<file path="config.mk">
export PLATFORM = sky130hd
export DESIGN_NAME = hkra_queue
export DESIGN_NICKNAME = d
export VERILOG_FILES = /design/src/sv/hkra_pkg.sv /design/src/sv/hkra_queue.sv
export SDC_FILE = /design/constraint.sdc
export NUM_CORES = 1
export LEC_CHECK = 0
export ABC_AREA = 1
export BUFFER_PORTS_ARGS = -buffer_cell sky130_fd_sc_hd__buf_2
export CAP_MARGIN = 10
export CORE_UTILIZATION = 35
export DETAILED_ROUTE_END_ITERATION = 10
export SETUP_SLACK_MARGIN = 0.4
export SLEW_MARGIN = 20
export SYNTH_ARGS = -nofsm -noshare
export SYNTH_HDL_FRONTEND = slang
export SYNTH_SLANG_ARGS = --single-unit
</file>
<file path="constraint.sdc">
create_clock -name clk -period 4.5 [get_ports clk]
set_input_delay 0.675 -clock clk [delete_from_list [all_inputs] [get_ports clk]]
set_output_delay 0.675 -clock clk [all_outputs]
set_load 0.03 [all_outputs]
</file>
<file path="src/sv/hkra_pkg.sv">
`timescale 1ns / 1ps
`default_nettype none

package hkra_pkg;

  localparam int NUM_SLOTS       = 6;
  localparam int QUEUE_DEPTH_DEF = 2;

  localparam logic [7:0] KBD_TYPE   = 8'h06;
  localparam logic [7:0] KBD_LEN    = 8'h08;
  localparam logic [7:0] SHIFT_BITS = 8'h22;
  localparam logic [7:0] KC_A       = 8'h04;
  localparam logic [7:0] KC_Z       = 8'h1d;
  localparam logic [7:0] KC_BKSP    = 8'h2a;
  localparam logic [7:0] KC_CAPS    = 8'h39;
  localparam logic [7:0] KC_RIGHT   = 8'h4f;
  localparam logic [7:0] KC_LEFT    = 8'h50;
  localparam logic [7:0] KC_DOWN    = 8'h51;
  localparam logic [7:0] KC_UP      = 8'h52;
  localparam logic [7:0] PAD_FIRST  = 8'h54;
  localparam logic [7:0] PAD_LAST   = 8'h67;

  localparam logic [6:0] ASCII_BS      = 7'h08;
  localparam logic [6:0] ASCII_SP      = 7'h20;
  localparam logic [6:0] ASCII_ESC     = 7'h1b;
  localparam logic [6:0] ASCII_LBRACK  = 7'h5b;
  localparam logic [6:0] ASCII_LOWER_A = 7'h61;
  localparam logic [6:0] ASCII_UPPER_A = 7'h41;
  localparam logic [6:0] ASCII_ARROW_R = 7'h43;
  localparam logic [6:0] ASCII_ARROW_L = 7'h44;
  localparam logic [6:0] ASCII_ARROW_D = 7'h42;
  localparam logic [6:0] ASCII_ARROW_U = 7'h41;

  localparam logic [1:0] SEQ_MID  = 2'd1;
  localparam logic [1:0] SEQ_LAST = 2'd2;

  typedef struct packed {
    logic [7:0] device_type;
    logic [7:0] report_length;
    logic [7:0] modifiers;
    logic [7:0] key_0;
    logic [7:0] key_1;
    logic [7:0] key_2;
    logic [7:0] key_3;
    logic [7:0] key_4;
    logic [7:0] key_5;
  } report_t;

  typedef struct packed {
    logic [6:0] out_char;
    logic       last_of_report;
  } ascii_t;

  typedef enum logic [1:0] {
    TOK_NONE = 2'd0,
    TOK_CHAR = 2'd1,
    TOK_BS   = 2'd2,
    TOK_ESC  = 2'd3
  } tok_kind_t;

  typedef struct packed {
    tok_kind_t  kind;
    logic [6:0] ch;
  } slot_tok_t;

  typedef struct packed {
    slot_tok_t [NUM_SLOTS-1:0] toks;
  } entry_t;

  function automatic logic [6:0] plain_lookup(input logic [5:0] idx);
    logic [6:0] ch;
    case (idx)
      6'h1e: ch = 7'h31;
      6'h1f: ch = 7'h32;
      6'h20: ch = 7'h33;
      6'h21: ch = 7'h34;
      6'h22: ch = 7'h35;
      6'h23: ch = 7'h36;
      6'h24: ch = 7'h37;
      6'h25: ch = 7'h38;
      6'h26: ch = 7'h39;
      6'h27: ch = 7'h30;
      6'h28: ch = 7'h0a;
      6'h29: ch = 7'h1b;
      6'h2a: ch = 7'h08;
      6'h2b: ch = 7'h09;
      6'h2c: ch = 7'h20;
      6'h2d: ch = 7'h2d;
      6'h2e: ch = 7'h3d;
      6'h2f: ch = 7'h5b;
      6'h30: ch = 7'h5d;
      6'h31: ch = 7'h5c;
      6'h33: ch = 7'h3b;
      6'h34: ch = 7'h27;
      6'h35: ch = 7'h60;
      6'h36: ch = 7'h2c;
      6'h37: ch = 7'h2e;
      6'h38: ch = 7'h2f;
      default: ch = 7'h00;
    endcase
    return ch;
  endfunction

  function automatic logic [6:0] shift_lookup(input logic [5:0] idx);
    logic [6:0] ch;
    case (idx)
      6'h1e: ch = 7'h21;
      6'h1f: ch = 7'h40;
      6'h20: ch = 7'h23;
      6'h21: ch = 7'h24;
      6'h22: ch = 7'h25;
      6'h23: ch = 7'h5e;
      6'h24: ch = 7'h26;
      6'h25: ch = 7'h2a;
      6'h26: ch = 7'h28;
      6'h27: ch = 7'h29;
      6'h28: ch = 7'h0a;
      6'h29: ch = 7'h1b;
      6'h2a: ch = 7'h08;
      6'h2b: ch = 7'h09;
      6'h2c: ch = 7'h20;
      6'h2d: ch = 7'h5f;
      6'h2e: ch = 7'h2b;
      6'h2f: ch = 7'h7b;
      6'h30: ch = 7'h7d;
      6'h31: ch = 7'h7c;
      6'h33: ch = 7'h3a;
      6'h34: ch = 7'h22;
      6'h35: ch = 7'h7e;
      6'h36: ch = 7'h3c;
      6'h37: ch = 7'h3e;
      6'h38: ch = 7'h3f;
      default: ch = 7'h00;
    endcase
    return ch;
  endfunction

  function automatic logic [6:0] pad_lookup(input logic [4:0] idx);
    logic [6:0] ch;
    case (idx)
      5'd0:  ch = 7'h2f;
      5'd1:  ch = 7'h2a;
      5'd2:  ch = 7'h2d;
      5'd3:  ch = 7'h2b;
      5'd4:  ch = 7'h0a;
      5'd5:  ch = 7'h31;
      5'd6:  ch = 7'h32;
      5'd7:  ch = 7'h33;
      5'd8:  ch = 7'h34;
      5'd9:  ch = 7'h35;
      5'd10: ch = 7'h36;
      5'd11: ch = 7'h37;
      5'd12: ch = 7'h38;
      5'd13: ch = 7'h39;
      5'd14: ch = 7'h30;
      5'd15: ch = 7'h2e;
      5'd19: ch = 7'h3d;
      default: ch = 7'h00;
    endcase
    return ch;
  endfunction

  function automatic logic [6:0] map_key(input logic [7:0] code, input logic shift,
                                         input logic caps_on);
    logic [6:0] ch;
    if (code >= KC_A && code <= KC_Z) begin
      if (shift ^ caps_on) begin
        ch = ASCII_UPPER_A + 7'(code - KC_A);
      end else begin
        ch = ASCII_LOWER_A + 7'(code - KC_A);
      end
    end else if (code >= PAD_FIRST && code <= PAD_LAST) begin
      ch = pad_lookup(5'(code - PAD_FIRST));
    end else if (code < KC_CAPS) begin
      ch = shift ? shift_lookup(code[5:0]) : plain_lookup(code[5:0]);
    end else begin
      ch = 7'h00;
    end
    return ch;
  endfunction

endpackage

`default_nettype wire

</file>
<file path="src/sv/hkra_queue.sv">
`timescale 1ns / 1ps
`default_nettype none

module hkra_queue import hkra_pkg::*; #(
  parameter int DEPTH = QUEUE_DEPTH_DEF
) (
  input  wire logic   clk,
  input  wire logic   rst,
  input  wire logic   push,
  input  wire entry_t push_data,
  output logic        full,
  input  wire logic   pop,
  output logic        head_valid,
  output entry_t      head
);

  localparam int PTR_W = (DEPTH > 1) ? $clog2(DEPTH) : 1;
  localparam int CNT_W = $clog2(DEPTH + 1);

  entry_t             mem [DEPTH];
  logic [PTR_W-1:0]   wr_ptr;
  logic [PTR_W-1:0]   rd_ptr;
  logic [CNT_W-1:0]   count;

  assign full       = count == CNT_W'(DEPTH);
  assign head_valid = count != '0;
  assign head       = mem[rd_ptr];

  always_ff @(posedge clk) begin
    if (push) begin
      mem[wr_ptr] <= push_data;
    end
  end

  always_ff @(posedge clk) begin
    if (rst) begin
      wr_ptr <= '0;
      rd_ptr <= '0;
      count  <= '0;
    end else begin
      if (push) begin
        wr_ptr <= (wr_ptr == PTR_W'(DEPTH - 1)) ? '0 : wr_ptr + 1'b1;
      end
      if (pop) begin
        rd_ptr <= (rd_ptr == PTR_W'(DEPTH - 1)) ? '0 : rd_ptr + 1'b1;
      end
      case ({push, pop})
        2'b10:   count <= count + 1'b1;
        2'b01:   count <= count - 1'b1;
        default: count <= count;
      endcase
    end
  end

endmodule

`default_nettype wire

</file>
# Word-level counts from Yosys, hierarchy flattened
# Memories as Yosys holds them, arrays and structs flattened. A register that Yosys moved wholly into a read port is not among the register bits.
# Cells that the tools add are included.
[op_classes]
add_sub_neg = 4
eq_ne = 3
muxes = 7
reduce_logical = 2
[ops]
columns = ["op", "count"]
rows = [
  ["2-to-1 mux 1 bit", 6],
  ["== test 2 bit (second input constant)", 2],
  ["case mux 2 bit (2 select lines)", 1],
  ["nonzero test 2 bit", 2],
  ["adder 1 bit (second input constant)", 2],
  ["adder 2 x 1 -> 2 bit (second input constant)", 1],
  ["== test 2 x 1 -> 1 bit (second input constant)", 1],
  ["subtractor 2 x 1 -> 2 bit (second input constant)", 1],
]
[word_totals]
register_bits = 4
ram_bits = 108
input_bits = 58
out_inout_bits = 56
elab_cells = 20
memories = 1
[memory_table]
columns = ["name", "depth", "width", "rd", "rd_ports_with_merged_regs", "wr", "line_no", "source"]
rows = [
  ["mem", 2, 54, 1, 1, 1, "hkra_queue.sv:20", "entry_t mem [DEPTH];"],
]

# Depth between registers and ports, before layout
[depth]
ltp_word = 4
mapped_depth = 7
ltp_nobuf = 7

# Worst setup path after synthesis
# No wires, ideal clock.
[synth_timing]
path_kind = "input-to-reg"
startpoint = "input port push"
endpoint = "memory mem[0][0] (netlist bit), enable pin"
setup_time_ns = 0.467
t_arrival_ns = 3.000
required_ns = 4.033
slack_ns = 1.033
stages = 2
n_path_buf = 0
path_cell_list = "inv_1 -> nor2_1"
[synth_via]
elab_chain_len = 2
[synth_lines]
columns = ["item", "line_no", "source"]
rows = [
  ["start, declared", "hkra_queue.sv:9", "input wire logic push,"],
  ["2-to-1 mux 1 bit", "hkra_queue.sv:30", "if (push) begin"],
  ["2-to-1 mux 1 bit (implied by the code)", "hkra_queue.sv:31", "mem[wr_ptr] <= push_data;"],
  ["end, declared", "hkra_queue.sv:20", ""],
]
# No other way between the ends.

==> impl_metrics.toml <==
[logic_synthesis]
synthesis.area_sq_um = 4380
syn_area_per_cell_sq_um = 21.8
yosysTopAreaCell = "edfxtp_1"
synthesis.nets = 260
yosysWarningCount = 0
synthCells = 201
synth_area_leaders = "edfxtp_1 74%, mux2_4 17%, buf_12 2.3%, dfxtp_1 2.3%, mux2_2 1.0%"
ys_ff_latch = 113
ys_seq_area_frac = 0.764
ys_types = 15
synthDominantCellAreaShare = 0.741

[route]
wirelength_mm = 7.04
ant_nets = 0
drt_pass1_iterations = 4
drt-initial-drc-count = 52
routedWlPerCell_um = 13.8
avgViaCountPerCell = 4.34
drc = 0
vias = 2212

[critical_path]
cp.arrival_ns = 2.03
critPathKind = "reg -> out"
crit_required_ns = 3.83
r2r_end = "mem[0][39]"
endpoint_kind = "output port"
r2r_slack_ns = 2.67
r2r-start = "wr_ptr"
reg2regPathDepth = 2
crit_end = "head[42]"
crit_path_start_kind = "flop"
crit_path_max_fanout = 54

[timing]
setup_tns_ns = 0
tightest_slew_ns = 1.01
max_freq_ghz = 0.369
grt_setup_unrepaired = "false"
fin_crit_sh = 0.602
final.setup_skew_ns = 0.0105
slew_headroom = 0.326
whs_ns = 0.456
post-route-min-period_ns = 2.71
finalHoldViolations = 0
report.final.slew_viol_count = 0
setup_viol = 0
setup_ws_ns = 1.79

[clocking]
cts_buffers = 17
postCtsHoldBufs = 0
clock-sinks = 113
cts_setup_buffers = 0
cts_tree = "built"
cts_root_buffer = "clkbuf_16"
clk_pin_slew_worst_paths_ns = 0.06
htree_num_levels = 4
clock_path_buffers = 2
cts-resized-gates = 0
clk_latency_ns = 0.40

[power_and_ir_drop]
p_leak_uw = 0.00230
irDropWorstVdd_mv = 0.221
power_density_nw_per_um2 = 529

[layout]
antennaDiodeCount = 0
drive_gt1_frac = 0.591
fin_area_sq_um = 5710
syn2layout_area_growth_pct = 30.4
nNetsFinal = 388
final_cells = 510

[floorplanning]
die_w_um = 114
die_height_um = 114
io_pins = 114
design.core.area_sq_um = 12100
start_util = 0.361
die_area_sq_um = 13000
core.rowCount = 40

[hold_path]
hold_path_class = "in -> reg"
whs_path_depth = 1

[run_status]
status = "finished, final reports clean"

[global_routing]
grt_pass1_vias = 2219
grt_max_degree = 55
grt_first_pass_wirelength_mm = 10.5
grt.overflow.total = 0
grt_usage = 0.114
antenna_found_initial = 0

[placement]
hpwl_mm = 4.39
preCtsSetupSlack_ns = 2.10
place.gp.congestion = 0.649
io_buffers = 113
postPlaceCellArea_sq_um = 5070
dp.cells = 478

[job]
maxCapViolCount = 0
## routing by layer
| layer | up-vias | wire [um] | global-route usage |
|---|---|---|---|
| li1 | 1036 | - | - |
| met3 | 10 | 494 | 0.0462 |
| met4 | 0 | 116 | 0.0545 |
| met2 | 81 | 3530 | 0.192 |
| met5 | - | 0 | 0 |
| met1 | 1085 | 2900 | 0.125 |
## worst min-delay path by stage
| stage | from | endpoint | slack [ns] |
|---|---|---|---|
| after global routing | push_data[28] | mem[1][28] | 0.44 |
| after CTS | push_data[28] | mem[1][28] | 0.45 |
| final | push_data[16] | mem[0][16] | 0.46 |
| after global placement | count[1] | count[1] | 0.49 |
| after floorplan | count[1] | count[1] | 0.48 |
| after detailed placement | count[1] | count[1] | 0.50 |
## worst max-delay path, cell delays in order, from the launching register on
cell and delay (ns):
dfxtp_4 1.03, mux2_2 0.42, buf_2 0.18
## layout make-up
cell class                 instances  area, sq um
clock buffer                      18          429
clock inverter                    14          211
fill                            1063         6400
inverter                           7         26.3
multi-input combinational         75          902
sequential                       113         3350
tap                              168          210
timing repair buffer             115          581
## logic make-up (layout without fill, tap and decap cells)
group / Yosys count / count (layout) / synth area share
xor gates and xnor gates: 1 / 1 / 0.00200
and+or+nand+nor: 17 / 17 / 0.0154
buffers and inverters: 13 / 154 / 0.0315
DFF: 113 / 113 / 0.764
adders and majority gates: 1 / 1 / 0.00286
muxes: 54 / 54 / 0.182
AOI/OAI and AO/OA: 2 / 2 / 0.00229
## flip-flops by register name, indices dropped and copies added (netlist names), named ones only
| register | cells |
|---|---|
| rd_ptr | 1 |
| wr_ptr | 1 |
| mem | 108 |
| count | 2 |
## placed cells by master, fill, tap and decap left out
cell	n
clkinv_4	2
clkinvlp_4	1
inv_6	2
buf_4	2
nor3_1	1
clkbuf_16	17
nand4_1	1
o21ai_0	1
dfxtp_1	4
a21oi_1	1
edfxtp_1	108
mux2_4	50
nand2_1	6
inv_1	6
nor2_1	8
clkinv_2	3
nor2_4	1
bufinv_16	5
xnor2_1	1
mux2_2	4
buf_2	113
dfxtp_4	1
clkbuf_1	1
ha_1	1
clkinv_1	1
inv_2	1
## metrics by stage
stage,total power [uW],util
6_report,3020,0.471
5_1_grt,3120,0.471
4_1_cts,3050,0.471
3_5_place_dp,1610,0.418
3_3_place_gp,1610,0.418
2_1_floorplan,1530,-
## report_power, final
part           switching [uW]  leakage (uW)  internal, uW
registers                39.7       0.00106          1220
clock network             456      0.000312           981
logic                     185      0.000928           140
total                     680       0.00230          2340
## cell usage after synthesis
master	instances
edfxtp_1	108
mux2_4	50
nor2_1	9
inv_1	7
nand2_1	6
buf_12	5
dfxtp_1	5
mux2_2	4
a21oi_1	1
buf_6	1
ha_1	1
nand4_1	1
nor3_1	1
o21ai_0	1
xnor2_1	1
Power figures use the tool's default switching activity.
