File: src/sv/hkra_pkg.sv
`timescale 1ns / 1ps
`default_nettype none

package hkra_pkg;

  localparam int NUM_SLOTS       = 6;
  localparam int QUEUE_DEPTH_DEF = 2;

  localparam logic [7:0] KBD_TYPE   = 8'h06;
  localparam logic [7:0] KBD_LEN    = 8'h08;
  localparam logic [7:0] SHIFT_BITS = 8'h22;
  localparam logic [7:0] KC_A       = 8'h04;
  localparam logic [7:0] KC_Z       = 8'h1d;
  localparam logic [7:0] KC_BKSP    = 8'h2a;
  localparam logic [7:0] KC_CAPS    = 8'h39;
  localparam logic [7:0] KC_RIGHT   = 8'h4f;
  localparam logic [7:0] KC_LEFT    = 8'h50;
  localparam logic [7:0] KC_DOWN    = 8'h51;
  localparam logic [7:0] KC_UP      = 8'h52;
  localparam logic [7:0] PAD_FIRST  = 8'h54;
  localparam logic [7:0] PAD_LAST   = 8'h67;

  localparam logic [6:0] ASCII_BS      = 7'h08;
  localparam logic [6:0] ASCII_SP      = 7'h20;
  localparam logic [6:0] ASCII_ESC     = 7'h1b;
  localparam logic [6:0] ASCII_LBRACK  = 7'h5b;
  localparam logic [6:0] ASCII_LOWER_A = 7'h61;
  localparam logic [6:0] ASCII_UPPER_A = 7'h41;
  localparam logic [6:0] ASCII_ARROW_R = 7'h43;
  localparam logic [6:0] ASCII_ARROW_L = 7'h44;
  localparam logic [6:0] ASCII_ARROW_D = 7'h42;
  localparam logic [6:0] ASCII_ARROW_U = 7'h41;

  localparam logic [1:0] SEQ_MID  = 2'd1;
  localparam logic [1:0] SEQ_LAST = 2'd2;

  typedef struct packed {
    logic [7:0] device_type;
    logic [7:0] report_length;
    logic [7:0] modifiers;
    logic [7:0] key_0;
    logic [7:0] key_1;
    logic [7:0] key_2;
    logic [7:0] key_3;
    logic [7:0] key_4;
    logic [7:0] key_5;
  } report_t;

  typedef struct packed {
    logic [6:0] out_char;
    logic       last_of_report;
  } ascii_t;

  typedef enum logic [1:0] {
    TOK_NONE = 2'd0,
    TOK_CHAR = 2'd1,
    TOK_BS   = 2'd2,
    TOK_ESC  = 2'd3
  } tok_kind_t;

  typedef struct packed {
    tok_kind_t  kind;
    logic [6:0] ch;
  } slot_tok_t;

  typedef struct packed {
    slot_tok_t [NUM_SLOTS-1:0] toks;
  } entry_t;

  function automatic logic [6:0] plain_lookup(input logic [5:0] idx);
    logic [6:0] ch;
    case (idx)
      6'h1e: ch = 7'h31;
      6'h1f: ch = 7'h32;
      6'h20: ch = 7'h33;
      6'h21: ch = 7'h34;
      6'h22: ch = 7'h35;
      6'h23: ch = 7'h36;
      6'h24: ch = 7'h37;
      6'h25: ch = 7'h38;
      6'h26: ch = 7'h39;
      6'h27: ch = 7'h30;
      6'h28: ch = 7'h0a;
      6'h29: ch = 7'h1b;
      6'h2a: ch = 7'h08;
      6'h2b: ch = 7'h09;
      6'h2c: ch = 7'h20;
      6'h2d: ch = 7'h2d;
      6'h2e: ch = 7'h3d;
      6'h2f: ch = 7'h5b;
      6'h30: ch = 7'h5d;
      6'h31: ch = 7'h5c;
      6'h33: ch = 7'h3b;
      6'h34: ch = 7'h27;
      6'h35: ch = 7'h60;
      6'h36: ch = 7'h2c;
      6'h37: ch = 7'h2e;
      6'h38: ch = 7'h2f;
      default: ch = 7'h00;
    endcase
    return ch;
  endfunction

  function automatic logic [6:0] shift_lookup(input logic [5:0] idx);
    logic [6:0] ch;
    case (idx)
      6'h1e: ch = 7'h21;
      6'h1f: ch = 7'h40;
      6'h20: ch = 7'h23;
      6'h21: ch = 7'h24;
      6'h22: ch = 7'h25;
      6'h23: ch = 7'h5e;
      6'h24: ch = 7'h26;
      6'h25: ch = 7'h2a;
      6'h26: ch = 7'h28;
      6'h27: ch = 7'h29;
      6'h28: ch = 7'h0a;
      6'h29: ch = 7'h1b;
      6'h2a: ch = 7'h08;
      6'h2b: ch = 7'h09;
      6'h2c: ch = 7'h20;
      6'h2d: ch = 7'h5f;
      6'h2e: ch = 7'h2b;
      6'h2f: ch = 7'h7b;
      6'h30: ch = 7'h7d;
      6'h31: ch = 7'h7c;
      6'h33: ch = 7'h3a;
      6'h34: ch = 7'h22;
      6'h35: ch = 7'h7e;
      6'h36: ch = 7'h3c;
      6'h37: ch = 7'h3e;
      6'h38: ch = 7'h3f;
      default: ch = 7'h00;
    endcase
    return ch;
  endfunction

  function automatic logic [6:0] pad_lookup(input logic [4:0] idx);
    logic [6:0] ch;
    case (idx)
      5'd0:  ch = 7'h2f;
      5'd1:  ch = 7'h2a;
      5'd2:  ch = 7'h2d;
      5'd3:  ch = 7'h2b;
      5'd4:  ch = 7'h0a;
      5'd5:  ch = 7'h31;
      5'd6:  ch = 7'h32;
      5'd7:  ch = 7'h33;
      5'd8:  ch = 7'h34;
      5'd9:  ch = 7'h35;
      5'd10: ch = 7'h36;
      5'd11: ch = 7'h37;
      5'd12: ch = 7'h38;
      5'd13: ch = 7'h39;
      5'd14: ch = 7'h30;
      5'd15: ch = 7'h2e;
      5'd19: ch = 7'h3d;
      default: ch = 7'h00;
    endcase
    return ch;
  endfunction

  function automatic logic [6:0] map_key(input logic [7:0] code, input logic shift,
                                         input logic caps_on);
    logic [6:0] ch;
    if (code >= KC_A && code <= KC_Z) begin
      if (shift ^ caps_on) begin
        ch = ASCII_UPPER_A + 7'(code - KC_A);
      end else begin
        ch = ASCII_LOWER_A + 7'(code - KC_A);
      end
    end else if (code >= PAD_FIRST && code <= PAD_LAST) begin
      ch = pad_lookup(5'(code - PAD_FIRST));
    end else if (code < KC_CAPS) begin
      ch = shift ? shift_lookup(code[5:0]) : plain_lookup(code[5:0]);
    end else begin
      ch = 7'h00;
    end
    return ch;
  endfunction

endpackage

`default_nettype wire

File: src/sv/hkra_back.sv
`timescale 1ns / 1ps
`default_nettype none

module hkra_back import hkra_pkg::*; (
  input  wire logic   clk,
  input  wire logic   rst,
  input  wire logic   head_valid,
  input  wire entry_t head,
  output logic        pop,
  output logic        ascii_valid,
  input  wire logic   ascii_stall,
  output ascii_t      ascii
);

  logic [NUM_SLOTS-1:0] done;
  logic [NUM_SLOTS-1:0] done_next;
  logic [1:0]           sub;
  logic [1:0]           sub_next;

  logic [NUM_SLOTS-1:0] pending;
  logic [NUM_SLOTS-1:0] cur;
  slot_tok_t            tok;
  logic                 load;
  logic                 slot_end;
  logic                 last;
  logic [6:0]           ch;

  always_comb begin
    for (int i = 0; i < NUM_SLOTS; i++) begin
      pending[i] = head_valid && (head.toks[i].kind != TOK_NONE) && !done[i];
    end
  end

  // lowest pending slot
  always_comb begin
    cur = '0;
    tok = '0;
    for (int i = NUM_SLOTS - 1; i >= 0; i--) begin
      if (pending[i]) begin
        cur    = '0;
        cur[i] = 1'b1;
        tok    = head.toks[i];
      end
    end
  end

  always_comb begin
    case (tok.kind)
      TOK_BS:  ch = (sub == SEQ_MID) ? ASCII_SP : ASCII_BS;
      TOK_ESC: begin
        case (sub)
          2'd0:    ch = ASCII_ESC;
          SEQ_MID: ch = ASCII_LBRACK;
          default: ch = tok.ch;
        endcase
      end
      default: ch = tok.ch;
    endcase
  end

  assign load     = head_valid && (!ascii_valid || !ascii_stall);
  assign slot_end = (tok.kind == TOK_CHAR) || (sub == SEQ_LAST);
  assign last     = slot_end && ((pending & ~cur) == '0);
  assign pop      = load && last;

  always_comb begin
    done_next = done;
    sub_next  = sub;
    if (load) begin
      if (last) begin
        done_next = '0;
        sub_next  = 2'd0;
      end else if (slot_end) begin
        done_next = done | cur;
        sub_next  = 2'd0;
      end else begin
        sub_next = sub + 1'b1;
      end
    end
  end

  always_ff @(posedge clk) begin
    if (rst) begin
      done        <= '0;
      sub         <= 2'd0;
      ascii_valid <= 1'b0;
    end else begin
      done        <= done_next;
      sub         <= sub_next;
      ascii_valid <= load || (ascii_valid && ascii_stall);
    end
  end

  always_ff @(posedge clk) begin
    if (load) begin
      ascii.out_char       <= ch;
      ascii.last_of_report <= last;
    end
  end

endmodule

`default_nettype wire

File: config.mk
export PLATFORM = sky130hd
export DESIGN_NAME = hkra_back
export DESIGN_NICKNAME = d
export VERILOG_FILES = /design/src/sv/hkra_pkg.sv /design/src/sv/hkra_back.sv
export SDC_FILE = /design/constraint.sdc
export NUM_CORES = 1
export LEC_CHECK = 0
export BUFFER_PORTS_ARGS = -buffer_cell sky130_fd_sc_hd__buf_2
export CORE_MARGIN = 2
export CORE_UTILIZATION = 44
export CTS_BUF_LIST = sky130_fd_sc_hd__clkbuf_8
export DETAILED_ROUTE_END_ITERATION = 16
export GPL_TIMING_DRIVEN = 1
export HOLD_SLACK_MARGIN = 0.03
export MAX_ROUTING_LAYER = met4
export PLACE_DENSITY = 0.85
export SKIP_LAST_GASP = 1
export SYNTH_ARGS = -nofsm -noshare
export SYNTH_HDL_FRONTEND = slang
export SYNTH_SLANG_ARGS = --single-unit
export TNS_END_PERCENT = 20
File: constraint.sdc
create_clock -name clk -period 2.27 [get_ports clk]
set_clock_uncertainty 0.1 [all_clocks]
set_input_delay 0.454 -clock clk [delete_from_list [all_inputs] [get_ports clk]]
set_output_delay 0.454 -clock clk [all_outputs]
set_load 0.02 [all_outputs]
* Word level (Yosys, flattened, before mapping)
Cells that the tools add are included.
** Cells by class
- Add/subtract/negate cells :: 1
- Equality and inequality tests :: 5
- Muxes and demuxes :: 19
- Bitwise operators :: 3
- Reduce and logical (&&, ||, !) cells :: 37
** Operator list (count)
- $mux 6 :: 9
- $mux 9 :: 6
- $pmux 7 s2 :: 2
- $logic_and 1x1->1 :: 16
- $reduce_bool 2->1 :: 7
- $logic_not 1->1 :: 8
- $and 6x6->6 :: 1
- $eq 2x2->1 const B :: 3
- $logic_not 6->1 :: 1
- $not 6->6 :: 1
- $or 6x6->6 :: 1
- $eq 2x1->1 const B :: 2
- $mux 2 :: 2
- $logic_or 1x1->1 :: 3
- $add 2x1->2 const B :: 1
- $logic_not 2->1 :: 1
- $reduce_and 2->1 :: 1
** Word-level totals
- Register bits :: 17
- Bits of input ports :: 58
- Output and inout bits :: 10
- Word-level logic and storage cells :: 70

* Depth between registers and ports, before layout
Gate-level depths: netlist of run 1.
- Depth in word-level cells :: 15
- Mapped depth :: 8
- Depth with buffers taken out :: 6

* Worst setup path after synthesis of run 1
OpenSTA, ideal clock, no wires.
- Kind :: input port to output port
- From :: in head[17] (netlist name)
- To :: out pop
- Arrival :: 2.227 ns
- Required time :: 1.716 ns
- Path slack :: -0.511 ns
- Stages :: 6
- Buffers on the path :: 0
- Cell sequence :: or2_1 -> a222oi_1 -> o221a_2 -> o211a_2 -> nor2_1 -> nor3_1
** On the way
- Word-level cells in the longest chain between the ends :: 10
- Elaborated cells on any way between the ends :: 14
- Classes of those cells :: eq/ne (1); mux (4); bitwise (2); reduce/logical (7)
** Ends and longest elaborated chain
- start: declaration :: RTL line hkra_back.sv:8 : input wire entry_t head,
- $reduce_bool 2->1 :: RTL line hkra_back.sv:30 : pending[i] = head_valid && (head.toks[i].kind != TOK_NONE) && !done[i];
- $logic_and 1x1->1 (2 in a row) :: RTL line hkra_back.sv:30
- $mux 6 (2 in a row) :: RTL line hkra_back.sv:39 : if (pending[i]) begin
- $not 6->6 :: RTL line hkra_back.sv:63 : assign last = slot_end && ((pending & ~cur) == '0);
- $and 6x6->6 :: RTL line hkra_back.sv:63
- $logic_not 6->1 :: RTL line hkra_back.sv:63
- $logic_and 1x1->1 (*) :: RTL line hkra_back.sv:63
- $logic_and 1x1->1 (*) :: RTL line hkra_back.sv:64 : assign pop = load && last;
- end: declaration :: RTL line hkra_back.sv:9 : output logic pop,
Every way passes the cells marked *; elsewhere a longest branch is shown, timed or not.

* Worst setup path after layout of run 1
Same ends and word-level chain as after synthesis.

==> metrics.md, run 1 <==
| Metric | Value |
|---|---|
| Startpoint types | input port |
| Multiplexer share of the synthesized area | 0 |
| Worst Hold Class | in2reg |
| Post-Synth Adder-Cell Area | 0.02451 |
| Io pins | a little under 70 |
| Worst endpoint required time | about 1700 ps |
| Headroom to the max-slew limit | 0.7611 |
| Hold Crit Start | rst |
| Initial Utilization | 0.4589 |
| Distinct cells, synth | between 50 and 60 |
| Skew-Pair Late Insertion Delay | around 260 ps |
| Share of cells above drive strength 1 | 0.4805 |
| Setup crit end kind | output pin |
| Nets | 370 |
| Commonest non-fill, non-tap cell in the layout | buf_2 |
| Area Overhead vs Synth | 58.58% |
| Worst-Margin Slew | roughly 350 ps |
| Largest net degree at the start of global routing | 11 |
| Hold EP | sub[0] |
| Max capacitance violation total | 0 |
| DRC | 0 |
| Die Y | 63.00 um |
| Max-slew violations | 0 |
| Die W | ~63 um |
| Clock Pin Slew Worst Setup and Hold Paths | approximately 70 ps |
| Xor/xnor share of the synthesized area | 0 |
| Worst hold margin | about 350 ps |
| Number of global-route vias before repair | ~1900 |
| N_diodes | 0 |
| Reg2Reg Setup Slack | -70 ps |
| EDFF count, synth | 8 |
| Final RePlAce weighted congestion | between 0.9 and 1 |
| First-pass GRT wire length | 8735 um |
| Crit-path cells | buf_2 -> or2_4 -> a222oi_1 -> buf_4 -> o221a_4 -> o211a_4 -> nor2_4 -> nor3_4 -> buf_6 |
| Num Clock Sinks | 17 |
| Final WL | 5422 um |
| Dpl cells | 346 |
| CP peak stage delay | approximately 330 ps |
| Fraction of registers with async set/reset | 0 |
| CTS tree | done |
| Number of buffers created by CTS | 3 |
| Fin. Hold Viols | 0 |
| Critical path arrival | around 2000 ps |
| Most used DFF post-synth | dfxtp_1 |
| Overflow after GRT | 0 |
| Min-Delay Path Depth | 2 |
| Buffers on Ports | between 60 and 70 |
| Sw Ratio | 0.3812 |
| Leak | 1.112 nW |
| Fraction of the mapped netlist area in compound gates | 0.3766 |
| Placed inst area | approximately 0.0023 mm^2 |
| Cell area after layout | ~0.0024 mm^2 |
| Synth Register Bits | 17 |
| ANT nets after route | 0 |
| CP Max Fanout | 2 |
| P_sw | ~0.55 mW |
| CTS Buffer Depth | 2 |
| Final cell count without fillers | 354 |
| Crit-path slowest cell | a222oi_1 |
| RSZ-0062 raised after global routing | yes |
| FF-to-FF End | ascii[6] |
| Pwr dens | roughly 590 mW/mm^2 |
| Synth area leader | edfxtp_1 |
| Clk pwr share | 0.170 |
| Largest family of logic cells by synthesized area | compound AO/OA/AOI/OAI gates |
| Cells after synthesis | 190 |
| Highest metal used | met4 |
| Combinational share of power | 0.544 |
| Htree depth | 1 |
| Final worst setup slack | -307.6 ps |
| Initial antenna violation count | 0 |
| Worst path buffer plus inverter count | 3 |
| Vias | a little over 2000 |
| # rows | 21 |
| Top cells by area, synth | edfxtp_1 (16%), dfxtp_1 (12%), a21oi_1 (4.2%) |
| Met2 wire length | roughly 2700 um |
| Core region area | between 0.003 and 0.004 mm^2 |
| Crit-path leading delay family | compound AO/OA/AOI/OAI gates |
| Crit path kind | in2out |
| 1st-pass router iterations | 7 |
| Vias per cell | 5.754 |
| Wirelength per Cell | between 15 and 20 um |
| P_int | just under 0.9 mW |
| Area share of the largest cell type after synthesis | 0.1569 |
| Peak VDD IR | 388.5 uV |
| Most frequent cells in the layout | buf_2 (65), buf_4 (55), inv_1 (16) |
| Simple-gate share of the synthesized area | 0.2631 |
| # fillers | between 200 and 300 |
| R2r startpoint | done[2] |
| Failing checks | setup timing |
| Setup TNS | -724.2 ps |
| Outcome | complete, but fails checks |
| Synthesized cell area | between 0.0015 and 0.002 mm^2 |
| Max Freq | between 0.3 and 0.4 GHz |
| Hold_buf cts | 0 |
| Starting DRT DRC Count | around 150 |
| Detailed-routed wire length on met3 | 486 um |
| Yosys warns | 0 |
| HPWL after DPL | ~4300 um |
| Syn_area_per_cell | 8.060 um^2 |
| Sequential cell area fraction in the yosys report | 0.2745 |
| # setup viols final | 8 |
| Die area | 0.003968 mm^2 |
| Minimum clock period | about 2600 ps |
| Fin crit share | 1.136 |
| Worst R2R Path Depth | 8 |
| Total GRT Usage | 0.2893 |
| Syn nets | between 200 and 300 |
| Final Util | 0.7278 |
| M1 wire length | roughly 2100 um |
| Sequential Power Share | 0.286 |
| Root cell of the clock tree | clkbuf_8 |
-- sequential cells by signal, indices dropped and copies added (netlist names) --
signal / flops
ascii: 8
ascii_valid: 1
done: 6
sub: 2
-- cells in the mapped netlist (all sizes together) (4+ instances only) --
| library cell | n |
|---|---|
| edfxtp | 8 |
| and3 | 5 |
| nand4 | 6 |
| dfxtp | 9 |
| inv | 16 |
| o2111ai | 5 |
| nand2b | 4 |
| a31oi | 7 |
| a221o | 4 |
| a21oi | 13 |
| or2 | 7 |
| nor2 | 15 |
| o21ai | 11 |
| nand2 | 12 |
| clkbuf | 5 |
| nor2b | 5 |
-- kinds of logic after synthesis --
group	count (synthesis)
buffers and inverters	23
DFF	17
adders and majority gates	3
AOI/OAI and AO/OA	74
and+or+nand+nor	73
-- worst max path at each step --
stage | depth (start not counted) | slack, ps | startpoint | to
final | 9 | -310 | head[17] | pop
after global routing | 9 | -380 | head[17] | pop
after CTS | 9 | -260 | head[17] | pop
after detailed placement | 8 | -430 | head[26] | pop
after global placement | 8 | -390 | head[26] | pop
after floorplan | 7 | -240 | head_valid | pop
-- final cells by class --
cell class | instances | area, um^2 | area share
Clock buffer | 3 | 41.29 | 0.01700
Inverter | 16 | 60.06 | 0.02473
Tap cell | 46 | 57.56 | 0.02370
Timing Repair Buffer | 121 | 749.5 | 0.3086
Clock inverter | 1 | 5.005 | 0.002061
Sequential cell | 17 | 421.7 | 0.1736
Multi-Input combinational cell | 150 | 1094 | 0.4503
-- repair_timing --
item | in CTS | in global routing
pin swaps | 7 | 4
resized for setup | 12 | 3
endpoints found under the hold margin | 0 | 0
endpoints found under the setup margin | 8 | 9
setup buffers | 3 | 2
-- power groups by stage --
stage | clock network (mW) | logic, mW | registers [mW]
floorplan | 0 | 0.379 | 0.452
global placement | 0 | 0.718 | 0.413
detailed placement | 0 | 0.732 | 0.415
CTS | 0.240 | 0.764 | 0.409
global route | 0.254 | 0.847 | 0.413
finish | 0.244 | 0.779 | 0.409
-- layer usage --
metal,track usage,up-vias
li1,-,980
met1,0.3154,935
met2,0.4880,109
met3,0.06306,13
met4,0.1583,0
met5,-,-
-- metrics by stage --
| stage | setup WS (ps) | power [mW] |
|---|---|---|
| after detailed placement | -429.8 | 1.147 |
| after floorplan | -239.3 | 0.8314 |
| after CTS | -256.7 | 1.413 |
| final | -307.6 | 1.431 |
| after global placement | -392.8 | 1.131 |
| after global routing | -378.7 | 1.515 |
Power figures use the tool's default switching activity.
==> run 2: changes to the inputs <==
==> constraint.sdc (replaced) <==
create_clock -name clk -period 2.27 [get_ports clk]
set_clock_uncertainty 0.1 [all_clocks]
set_input_delay 0.3405 -clock clk [delete_from_list [all_inputs] [get_ports clk]]
set_output_delay 0.3405 -clock clk [all_outputs]
set_load 0.02 [all_outputs]
==> run 2 against run 1 <==
The run still ends with setup timing left. Sequential cell count is the same. Global-route usage shrank 2.1 points. Clock power shrank 9.4%. Final cell count shrank 1.1%. Sequential power is essentially flat. Total power shrank 1.5%. Combinational power is essentially flat. Via count shrank 2.1%. Count of clock-buffer cells in the layout is the same. Die area is the same. Critical endpoint unchanged. Largest cell class unchanged.
==> metrics.md, run 2 (synthesis gave the netlist of run 1 again) <==
| Metric | Value |
|---|---|
| Worst endpoint required time | 1830 ps (+110 ps) |
| Reg2Reg Setup Slack | -110 ps (-40 ps) |
| Final Util | 0.7184 (-0.009374) |
| Fin. Hold Viols | 0 (unchanged) |
| Io pins | 68 (unchanged) |
| Skew-Pair Late Insertion Delay | 250 ps (about the same) |
| Die W | 63.00 um (unchanged) |
| Share of cells above drive strength 1 | 0.4737 (-0.006835) |
| Die area | 0.003968 mm^2 (unchanged) |
| Peak VDD IR | 404.7 uV (+4.2%) |
| Largest registers | ascii: 8 flops, done: 6 flops, sub: 2 flops |
| # rows | 21 (unchanged) |
| DP Worst Slack | -192.3 ps (+237.5 ps) |
| Vias per cell | 5.700 (-0.94%) |
| Total power | 1.409 mW (-1.5%) |
| Worst hold margin | 241.6 ps (-107.4 ps) |
| Crit path kind | reg2out |
| Critical path arrival | 2050 ps (+30 ps) |
| # fillers | 282 (+8.5%) |
| CP Max Fanout | 4 (+2) |
| FF-to-FF End | ascii[4] |
| Sw Ratio | 0.3725 (-0.008677) |
| Final cell count without fillers | 350 (-1.1%) |
| Vias | 1995 (-2.1%) |
| Min-Delay Path Depth | 2 (unchanged) |
| Max-slew violations | 0 (unchanged) |
| Overflow after GRT | 0 (unchanged) |
| DRC | 0 (unchanged) |
| Commonest non-fill, non-tap cell in the layout | buf_2 |
| HPWL after DPL | 4220 um (-2.1%) |
| Combinational share of power | 0.553 (+0.009) |
| Total GRT Usage | 0.2688 (-0.02059) |
| Initial Utilization | 0.4589 (unchanged) |
| N_diodes | 0 (unchanged) |
| Hold Crit Start | rst |
| Setup TNS | -549.8 ps (+174.4 ps) |
| Headroom to the max-slew limit | 0.7031 (-0.05802) |
| Register area | 422.9 um^2 (+0.30%) |
| Starting DRT DRC Count | 178 (+16%) |
| Die Y | 63.00 um (unchanged) |
| Sequential Power Share | 0.290 (+0.004) |
| # setup viols final | 7 (-1) |
| Number of global-route vias before repair | 1922 (-0.93%) |
| Buffers on Ports | 67 (unchanged) |
| Max capacitance violation total | 0 (unchanged) |
| Largest net degree at the start of global routing | 12 (+1) |
| Largest register by flop count | ascii |
| Cell area after layout | 0.002397 mm^2 (-1.3%) |
| Final worst setup slack | -222.6 ps (+84.99 ps) |
| Clk pwr share | 0.157 (-0.013) |
| First-pass GRT wire length | 8424 um (-3.6%) |
| P_int | 0.8842 mW (-0.15%) |
| Final WL | 5230 um (-3.5%) |
| Worst-Margin Slew | 445.3 ps (+96.07 ps) |
| Number of buffers created by CTS | 3 (unchanged) |
| Largest register FFs | 8 (unchanged) |
| Initial antenna violation count | 0 (unchanged) |
| Final RePlAce weighted congestion | 0.8685 (-7.9%) |
| Startpoint types | flip-flop |
| CTS Buffer Depth | 2 (unchanged) |
| Worst R2R Path Depth | 8 (unchanged) |
| Num Clock Sinks | 17 (unchanged) |
| 1st-pass router iterations | 7 (unchanged) |
| Most frequent cells in the layout | buf_2 (66), buf_4 (49), inv_1 (17) |
| Core region area | 0.003337 mm^2 (unchanged) |
| R2r startpoint | done[3] |
| Setup crit end kind | output pin |
| Outcome | complete, but fails checks |
| Failing checks | setup timing |
| Root cell of the clock tree | clkbuf_8 |
| CTS tree | done |
| Fin crit share | 1.098 (-0.03744) |
| P_sw | 0.5249 mW (-3.8%) |
| Wirelength per Cell | 14.94 um (-2.4%) |
| Leak | 1.083 nW (-2.6%) |
| Minimum clock period | 2493 ps (-84.99 ps) |
| Area Overhead vs Synth | 56.54% |
| Pwr dens | 587.8 mW/mm^2 (-0.25%) |
| Dpl cells | 343 (-0.87%) |
| Hold_buf cts | 0 (unchanged) |
| Max Freq | 0.4012 GHz (+3.4%) |
| Nets | 366 (-1.1%) |
| RSZ-0062 raised after global routing | yes |
| Placed inst area | 0.002272 mm^2 (-0.98%) |
| Hold EP | sub[0] |
| Clock Pin Slew Worst Setup and Hold Paths | 60 ps (about the same) |
| Worst Hold Class | in2reg |
| Htree depth | 1 (unchanged) |
| Area taken by multi-input logic gates | 0.001091 mm^2 (-0.23%) |
| ANT nets after route | 0 (unchanged) |
==> run 2: repair_timing <==
item                       CTS  global route
buffers inserted             0             3
resized for setup            5             9
pin swaps                    2             7
setup endpoints to repair    4             9
==> run 2: cell type report <==
type                    count  share of cell area
inverters                  16             0.02505
repair buffers            117              0.3006
well taps                  46             0.02401
clock buffers               3             0.01722
clock inverters             1            0.001566
multi-input cells         150              0.4551
flip-flops and latches     17              0.1764
==> run 2: how the worst max path moves through the flow <==
stage,from,end,slack [ps],cells past startpoint
global route,done[3],pop,-300,9
CTS,done[3],pop,-190,8
finish,done[3],pop,-220,9
floorplan,head_valid,pop,-10,7
global placement,head_valid,pop,-180,10
detailed placement,head_valid,pop,-190,8
==> run 2: layer usage <==
layer	GRT usage	share of wire	vias up
met3	0.04865	0.062	12
met1	0.3035	0.43	936
met2	0.4880	0.49	74
li1	-	-	973
met5	-	0	-
met4	0.06389	0.018	0
==> run 2: worst max-delay path, stage by stage, from the launching register on <==
cell       delay (ps)
dfxtp_2           310
and2b_2           250
buf_6             100
buf_4             100
o2111ai_2         110
a32oi_4           320
o211a_4           230
nor2_4             40
nor3_4            200
buf_6             140
==> run 2: power by group through the flow <==
stage	combinational [mW]	clock (mW)	sequential, mW
2_1_floorplan	0.379	0	0.452
3_3_place_gp	0.718	0	0.414
3_5_place_dp	0.734	0	0.415
4_1_cts	0.745	0.225	0.409
5_1_grt	0.844	0.237	0.415
6_report	0.780	0.221	0.408
==> run 3: changes to the inputs <==
--- a/config.mk
+++ b/config.mk
@@ -6,15 +6,18 @@
 export NUM_CORES = 1
 export LEC_CHECK = 0
 export BUFFER_PORTS_ARGS = -buffer_cell sky130_fd_sc_hd__buf_2
+export CELL_PAD_IN_SITES_DETAIL_PLACEMENT = 0
+export CELL_PAD_IN_SITES_GLOBAL_PLACEMENT = 2
 export CORE_MARGIN = 2
-export CORE_UTILIZATION = 44
+export CORE_UTILIZATION = 24
 export CTS_BUF_LIST = sky130_fd_sc_hd__clkbuf_8
 export DETAILED_ROUTE_END_ITERATION = 16
 export GPL_TIMING_DRIVEN = 1
 export HOLD_SLACK_MARGIN = 0.03
 export MAX_ROUTING_LAYER = met4
-export PLACE_DENSITY = 0.85
+export PLACE_DENSITY = 0.86
 export SKIP_LAST_GASP = 1
+export SLEW_MARGIN = 25
 export SYNTH_ARGS = -nofsm -noshare
 export SYNTH_HDL_FRONTEND = slang
 export SYNTH_SLANG_ARGS = --single-unit
==> run 3 against run 2 <==
The run still ends with setup timing left. Via count shrank 2.0%. Non-clock buffer count grew 2. Core utilization shrank 33 points. Sequential share of layout area shrank 0.26 points. Combinational power shrank 3%. First-iteration DRC count shrank 38%. Sequential power is essentially flat. Maximum frequency grew 2.2%. Clock power grew 10%. Largest power group unchanged.
==> metrics.md, run 3 (synthesis gave the netlist of run 1 again) <==
| Metric | Value |
|---|---|
| Failing checks | setup timing |
| Hold EP | sub[0] |
| 1st-pass router iterations | 6 (-1) |
| Headroom to the max-slew limit | 0.7451 (+0.04197) |
| # rows | 29 (+38%) |
| RSZ-0062 raised after global routing | yes |
| Met3 GRT Util | 0.03956 (-0.009084) |
| Min-Delay Path Depth | 2 (unchanged) |
| Overflow after GRT | 0 (unchanged) |
| Met1 usage | 0.2071 (-0.09635) |
| Setup crit end kind | output pin |
| Busiest grt layer | met2 |
| Num Clock Sinks | 17 (unchanged) |
| Io pins | 68 (unchanged) |
| Most frequent cells in the layout | buf_2 (66), buf_4 (52), inv_1 (16) |
| Largest registers | ascii: 8 flops, done: 6 flops, sub: 2 flops |
| DP Worst Slack | -236.0 ps (-43.71 ps) |
| Max capacitance violation total | 0 (unchanged) |
| First-pass GRT wire length | 9487 um (+13%) |
| # setup viols final | 6 (-1) |
| Startpoint types | flip-flop |
| Vias | 1956 (-2.0%) |
| Worst endpoint required time | 1830 ps (about the same) |
| CTS Buffer Depth | 2 (unchanged) |
| Vias per cell | 5.107 (-10%) |
| # fillers | 676 (+140%) |
| Minimum clock period | 2438 ps (-54.69 ps) |
| Largest register FFs | 8 (unchanged) |
| Nets | 368 (+0.55%) |
| Total GRT Usage | 0.1693 (-0.09940) |
| Number of global-route vias before repair | 2052 (+6.8%) |
| Hold Crit Start | rst |
| Max-slew violations | 0 (unchanged) |
| Final RePlAce weighted congestion | 0.9225 (+6.2%) |
| Initial Utilization | 0.2440 (-0.2150) |
| Wirelength per Cell | 14.50 um (-2.9%) |
| Worst Hold Class | in2reg |
| Cell area after layout | 0.002426 mm^2 (+1.2%) |
| Fin crit share | 1.074 (-0.02409) |
| HPWL after DPL | 4650 um (+10%) |
| Clock Pin Slew Worst Setup and Hold Paths | 80 ps (+20 ps) |
| Critical path arrival | 2000 ps (-50 ps) |
| Root cell of the clock tree | clkbuf_8 |
| Initial antenna violation count | 0 (unchanged) |
| Setup TNS | -484.8 ps (+65.04 ps) |
| Skew-Pair Late Insertion Delay | 270 ps (+20 ps) |
| Hold_buf cts | 0 (unchanged) |
| Total power | 1.410 mW (about the same) |
| Placed inst area | 0.002333 mm^2 (+2.7%) |
| DRC | 0 (unchanged) |
| Area Overhead vs Synth | 58.42% |
| CP Max Fanout | 3 (-1) |
| Largest net degree at the start of global routing | 11 (-1) |
| FF-to-FF End | ascii[4] |
| Share of cells above drive strength 1 | 0.4608 (-0.01290) |
| Final worst setup slack | -167.9 ps (+54.69 ps) |
| Die Y | 83.88 um (+33%) |
| Fin. Hold Viols | 0 (unchanged) |
| Starting DRT DRC Count | 110 (-38%) |
| Largest register by flop count | ascii |
| Final WL | 5555 um (+6.2%) |
| Worst-Margin Slew | 372.7 ps (-72.59 ps) |
| Pwr dens | 581.0 mW/mm^2 (-1.2%) |
| M2 GR Usage | 0.2800 (-0.2080) |
| Crit path kind | reg2out |
| Peak VDD IR | 256.7 uV (-37%) |
| Reg2Reg Setup Slack | -130 ps (-20 ps) |
| Max Freq | 0.4102 GHz (+2.2%) |
| Commonest non-fill, non-tap cell in the layout | buf_2 |
| CTS tree | done |
| Outcome | complete, but fails checks |
| R2r startpoint | done[2] |
| Htree depth | 1 (unchanged) |
| Number of buffers created by CTS | 3 (unchanged) |
| Core region area | 0.006277 mm^2 (+88%) |
| Leak | 1.087 nW (+0.37%) |
| ANT nets after route | 0 (unchanged) |
| Die W | 83.88 um (+33%) |
| Buffers on Ports | 67 (unchanged) |
| Die area | 0.007036 mm^2 (+77%) |
| Worst R2R Path Depth | 8 (unchanged) |
| N_diodes | 0 (unchanged) |
## run 3: changes by cell type in the layout (fill, tap and decap cells not counted), sizes merged
| cell | before | now |
|---|---|---|
| clkinv | 0 | 1 |
| buf | 117 | 119 |
| inv | 17 | 16 |
## run 3: timing repair
item                                   CTS  global route
setup buffers                            2             0
endpoints found under the hold margin    0             0
resized for setup                        7             0
setup endpoints to repair                1             9
pin swaps                                2             0
## run 3: metrics by stage
stage | utilization | cells | hold WS [ps]
final | 0.3865 | 383 | 227.4
after global routing | 0.3865 | 383 | 238.4
after CTS | 0.3865 | 383 | 224.0
after detailed placement | 0.3717 | 377 | 363.1
after global placement | 0.3717 | 377 | 354.0
after floorplan | - | 190 | 309.6
## run 3: power by group
part	leakage, nW	switching (mW)	internal, mW
Combinational	0.909	0.394	0.366
Sequential	0.152	0.0214	0.385
Clock	0.0255	0.121	0.122
Total	1.09	0.537	0.873
## run 3: worst max-delay path by stage
stage	to	slack, ps	startpoint
after global placement	ascii[4]	-160	head[17]
after floorplan	pop	-10	head_valid
after detailed placement	ascii[4]	-240	head[17]
after global routing	pop	-310	done[3]
after CTS	pop	-180	done[3]
final	pop	-170	done[2]
## run 3: area by class of cell
type	count	area (um^2)	share of cell area
multi-input combinational	150	1070	0.4410
timing repair buffer	119	732.0	0.3017
clock inverter	1	5.005	0.002063
sequential	17	421.7	0.1738
clock buffer	3	41.29	0.01702
tap	77	96.34	0.03971
inverter	16	60.06	0.02475
## run 3: worst max-delay path, cell delays in order (launching register included)
cell	delay [ps]
dfxtp_1	320
nand2b_1	160
or3_1	390
a32oi_2	280
o211a_4	200
nor2_4	40
nor3_4	190
buf_6	140
## run 3: per-layer routing
| layer | up-vias | wire (um) |
|---|---|---|
| met5 | - | 0 |
| met4 | 0 | 73 |
| met3 | 7 | 436 |
| met2 | 63 | 2609 |
| met1 | 904 | 2435 |
| li1 | 982 | - |
